### src/hw/rtl/vsff_pkg.sv
// Shared types and constants for the voxel scanline flood fill block.
`timescale 1ns / 1ps
package vsff_pkg;
    localparam int X_BITS      = 7;
    localparam int Z_BITS      = 7;
    localparam int HEIGHT_BITS = 6;
    localparam int STACK_DEPTH = 65536;
    localparam int ADDR_W      = X_BITS + Z_BITS + HEIGHT_BITS;
    localparam int SP_W        = $clog2(STACK_DEPTH) + 1;
    localparam int SA_W        = $clog2(STACK_DEPTH);
    localparam int CNT_W       = 21;
    localparam logic [CNT_W-1:0] COUNT_MAX = {CNT_W{1'b1}};

    localparam logic [1:0] REQ_WRITE = 2'd0;
    localparam logic [1:0] REQ_READ  = 2'd1;
    localparam logic [1:0] REQ_FLOOD = 2'd2;

    localparam logic [2:0] CFG_XL    = 3'd0;
    localparam logic [2:0] CFG_ZL    = 3'd1;
    localparam logic [2:0] CFG_STONE = 3'd2;
    localparam logic [2:0] CFG_WATER = 3'd3;
    localparam logic [2:0] CFG_SWATER = 3'd4;
    localparam logic [2:0] CFG_LAVA  = 3'd5;
    localparam logic [2:0] CFG_SLAVA = 3'd6;

    typedef struct packed {
        logic [3:0] xl;
        logic [3:0] zl;
        logic [7:0] stone;
        logic [7:0] water;
        logic [7:0] swater;
        logic [7:0] lava;
        logic [7:0] slava;
    } cfg_t;

    // one memory port request
    typedef struct packed {
        logic              en;
        logic              we;
        logic [ADDR_W-1:0] addr;
        logic [7:0]        wdata;
    } mem_req_t;
endpackage

### src/hw/rtl/vsff_cfg_regs.sv
// Configuration registers with clamped log2 sizes.
`timescale 1ns / 1ps
module vsff_cfg_regs
(
    input  logic                clk,
    input  logic                rst_n,
    input  logic                cfg_valid,
    output logic                cfg_ready,
    input  logic [2:0]          cfg_index,
    input  logic [7:0]          cfg_data,
    output vsff_pkg::cfg_t      cfg
);
    import vsff_pkg::*;
    logic [2:0] xl_reg, zl_reg;
    logic [7:0] stone_reg, water_reg, swater_reg, lava_reg, slava_reg;

    assign cfg_ready = 1'b1;

    always_ff @(posedge clk or negedge rst_n)
    begin
        if (!rst_n)
        begin
            xl_reg     <= 3'd7;
            zl_reg     <= 3'd7;
            stone_reg  <= 8'd1;
            water_reg  <= 8'd8;
            swater_reg <= 8'd9;
            lava_reg   <= 8'd10;
            slava_reg  <= 8'd11;
        end
        else if (cfg_valid)
        begin
            case (cfg_index)
                CFG_XL:     xl_reg     <= cfg_data[2:0];
                CFG_ZL:     zl_reg     <= cfg_data[2:0];
                CFG_STONE:  stone_reg  <= cfg_data;
                CFG_WATER:  water_reg  <= cfg_data;
                CFG_SWATER: swater_reg <= cfg_data;
                CFG_LAVA:   lava_reg   <= cfg_data;
                CFG_SLAVA:  slava_reg  <= cfg_data;
                default:    ;
            endcase
        end
    end

    always_comb
    begin
        cfg.xl = (xl_reg == 3'd0) ? 4'd1 :
                 ({1'b0, xl_reg} > 4'(X_BITS)) ? 4'(X_BITS) : {1'b0, xl_reg};
        cfg.zl = (zl_reg == 3'd0) ? 4'd1 :
                 ({1'b0, zl_reg} > 4'(Z_BITS)) ? 4'(Z_BITS) : {1'b0, zl_reg};
        cfg.stone  = stone_reg;
        cfg.water  = water_reg;
        cfg.swater = swater_reg;
        cfg.lava   = lava_reg;
        cfg.slava  = slava_reg;
    end
endmodule

### config.mk
export PLATFORM = sky130hd
export DESIGN_NAME = vsff_cfg_regs
export DESIGN_NICKNAME = d
export VERILOG_FILES = /design/src/hw/rtl/vsff_pkg.sv /design/src/hw/rtl/vsff_cfg_regs.sv
export SDC_FILE = /design/constraint.sdc
export NUM_CORES = 1
export LEC_CHECK = 0
export BUFFER_PORTS_ARGS = -buffer_cell sky130_fd_sc_hd__buf_4
export CAP_MARGIN = 20
export CORE_AREA = 2 2 69 71
export CTS_CLUSTER_SIZE = 40
export DETAILED_ROUTE_END_ITERATION = 16
export DIE_AREA = 0 0 71 73
export GPL_TIMING_DRIVEN = 1
export PLACE_DENSITY = 0.7
export SLEW_MARGIN = 20
export SYNTH_ARGS = -nofsm -noshare
export SYNTH_HDL_FRONTEND = slang
export SYNTH_SLANG_ARGS = --single-unit
export TNS_END_PERCENT = 1
### constraint.sdc
create_clock -name clk -period 0.88 [get_ports clk]
set_clock_uncertainty 0.2 [all_clocks]
set_input_delay 0.176 -clock clk [delete_from_list [all_inputs] [get_ports clk]]
set_output_delay 0.176 -clock clk [all_outputs]
set_load 0.01 [all_outputs]
# After elaboration in Yosys (flattened, before gate mapping)
# Cells that the tools add are included.
# W data, S select, Z words.
# op_classes
n_reduce_logical	10
muxes	2
add_sub_neg	0
order_cmp	0
shift	0
div_mod_pow	0
n_mul	0
n_eq_ne	6
n_bitwise	0
# ops
op	count
$reduce_and A2 Y1	7
$eq A3 B3 Y1 const B	3
$logic_not A3 Y1	3
$eq A3 B2 Y1 const B	2
$mux W3	2
$eq A3 B1 Y1 const B	1
# word_totals
mem_bits_ro	0
ff_bits	46
wordCells	25
output_inout_bits	49
mem_count	0
latch_bits	0
mem_bits_rw	0

# Logic depth before layout (Yosys ltp)
# logic_depth
depth_word	2
ltp_mapped	4

# Worst setup path before layout
# Ideal clock, no wire load.
# synth_timing
path_kind	input to register
startpoint	input cfg_valid
endpoint	register swater_reg[1]
path_buffers	2
setup_ps	125
path_slack_ps	-417
t_arrival_ps	972
required_time_ps	555
path_stages	4
path_cell_list	buf_2 > and4bb_1 > buf_6 > mux2_4
# synth_via
elab_chain_len	1
# synth_lines
item	line_no	source
start, declared	vsff_cfg_regs.sv:7	input logic cfg_valid,
$reduce_and A2 Y1 (no line)	n/a	
end signal, assigned	vsff_cfg_regs.sv:38	CFG_SWATER: swater_reg <= cfg_data;
end, declared	vsff_cfg_regs.sv:15	logic [7:0] stone_reg, water_reg, swater_reg, lava_reg, slava_reg;
# Every way passes these cells.
# A chain may end at the register's enable or synchronous reset.

==> impl_metrics.yaml <==
floorplanning:
  initial_utilization_pct: 42.6
  num_rows: 25
  fp.dieH_um: 73
  core_sq_um: 4540
  io_pins: 63
  design.die.area_sq_um: 5180
  dieWidth_um: 71
sta:
  rsz0062_at_grt: "yes"
  layout_setup_ws_ns: -0.569
  min_period_ns: 1.45
  setup_violations: 92
  hold_violations: 46
  hold_ws_ns: -0.0565
  fmax_mhz: 690
  slew_viol_final: 0
  fin_tns_setup_ns: -22.29
  timing.final.crit_share_pct: 165
logic_synthesis:
  yosysMostFrequentCell: "dfrtp_1"
  yosysTopAreaCellShare_pct: 40.1
  synth_edf_count: 0
  post_synth.cell_area_avg_sq_um: 17.1
  synth_ff_type: "dfrtp_1"
  synth_warnings: 0
  synth_seq_area_share_pct: 60.5
  async_flop_share_pct: 100
  synth_area_leaders: "dfrtp_1 40%, dfstp_2 20%, mux2_2 17%"
  syn_inst: 113
  synth_top_area_cell: "dfrtp_1"
  synth_area_sq_um: 1930
  synthTopCellsByCount: "31 x dfrtp_1, 30 x mux2_2, 16 x mux2_4"
  synth.ff_latch_count: 46
  ys_types: 14
global_route:
  met3_usage_pct: 4.70
  grt_max_degree: 28
  grt_pass1_wl_um: 6840
  first_global_vias: 1303
  global_route.usage.met2_pct: 27.9
  use_met1_pct: 23.8
  grt_overflow_total: 0
  antenna_found_initial: 0
  top_usage_layer: "met2"
  grtUsageTotal_pct: 17.5
pwr:
  peakVddDrop_mv: 1.64
  p_sw_share_pct: 25.9
  power_frac_seq_pct: 45.6
  p_comb_share_pct: 31.7
  p_sw_mw: 1.74
  clockPowerShare_pct: 22.7
  internal-power_mw: 4.98
  power_density_nw_per_um2: 2350
  power.total_mw: 6.72
  leakage_nw: 1.36
placed_design:
  post-place-ws_ns: -0.552
  place_congestion: 0.736
  dp_cells: 227
  place_area_sq_um: 2490
  place.port_buffers: 59
  hpwl_um: 3020
clock_network:
  cts_buffers: 5
  clk_latency_ns: 0.30
  postCtsSetupRepairBufs: 0
  ctsRootBufferMaster: "clkbuf_8"
  path_clk_slew_ns: 0.08
  htreeDepth: 2
  cts_tree: "yes"
  cts_sinks: 46
  clockBufferDepth: 2
  postCtsHoldBufs: 1
layout:
  final_nets: 195
  fillers: 337
  drive_gt1_share_pct: 77.5
  final_cells: 236
  layout.area.seq_sq_um: 1170
  antennaDiodeCount: 0
  stdcell_area_sq_um: 2860
  fin_util_pct: 63.1
  area_growth_pct: 48.1
  multiInputGateArea_sq_um: 757
run:
  drv_cap: 0
detailed_routing:
  num_vias: 1163
  routed_wl_um: 4110
  firstDrtPassIters: 4
  viasPerCell: 4.93
  route.detailed.drc: 0
  wire_per_inst_um: 17.4
  postRouteAntennaNets: 0
  initialDrtViolationCount: 50
critical_path:
  setup.worst_path.end_class: "output pin"
  crit_arrival_ns: 1.07
  critPathKind: "reg2out"
  start_kind: "flop"
  cp.required_ns: 0.50
  cp_max_fo: 2
worst_hold_path:
  hold_class: "in2reg"
run_status:
  violations: "hold timing, setup timing"
  status: "finished, violations left"
==> final timing paths <==
check                        startpoint            end  slack [ns]  cells after the start
min                         cfg_data[4]  swater_reg[4]       -0.06                      2
max in group asynchronous         rst_n      xl_reg[1]        0.04                      3
min reg2reg                 lava_reg[6]    lava_reg[6]        0.33                      1
max reg2reg                water_reg[5]   water_reg[5]       -0.13                      1
max                           xl_reg[0]        cfg[44]       -0.57                      2
min in group asynchronous         rst_n   slava_reg[5]        0.03                      2
==> cells by family (layout without fill, tap and decap cells) <==
family	after synthesis	count (layout)	share of synthesized area, %
flops	46	46	60.5
other cells	2	3	0.388
compound gates	2	2	0.776
buf+inv	10	78	3.37
mux	46	46	29.9
simple gates	7	7	5.05
==> timing repair <==
| action | in CTS | in global routing |
|---|---|---|
| resized for setup | 59 | 5 |
| hold endpoints to repair | 92 | 44 |
| pin swaps | 2 | 0 |
| endpoints found under the setup margin | 92 | 97 |
==> metal layers <==
layer / part of all wire (%) / up-vias
met2: 48 / 48
met5: 0 / -
met3: 6.9 / 5
li1: - / 530
met4: 1.2 / 0
met1: 44 / 580
==> final cells by class <==
type	count	area share [%]
clock buffer	7	2.67
timing repair buffer	70	26.6
multi-input combinational	58	26.4
clock inverter	1	1.05
sequential	46	40.9
tap	54	2.36
==> layout by cell type (no fill, tap or decap), drive strengths merged <==
master       Yosys  final
dlygate4sd3      0      1
mux2            46     46
nand4b           3      3
buf              6     69
o21bai           2      2
clkbuf           4      7
dfrtp           31     31
and4bb           3      3
conb             2      3
nor4b            1      1
bufinv           0      1
dfstp           15     15
==> power groups by stage <==
stage	Sequential (mW)	Clock, mW	Combinational, mW
detailed placement	3.01	0	1.80
floorplan	3.15	0	0.656
global placement	3.00	0	1.75
CTS	3.07	1.56	2.14
finish	3.07	1.53	2.13
global route	3.13	1.65	2.27
==> critical path, stage by stage, from the launching register on <==
cell	delay, ns
dfstp_2	0.53
o21bai_1	0.11
buf_4	0.14
Power figures use the tool's default switching activity.
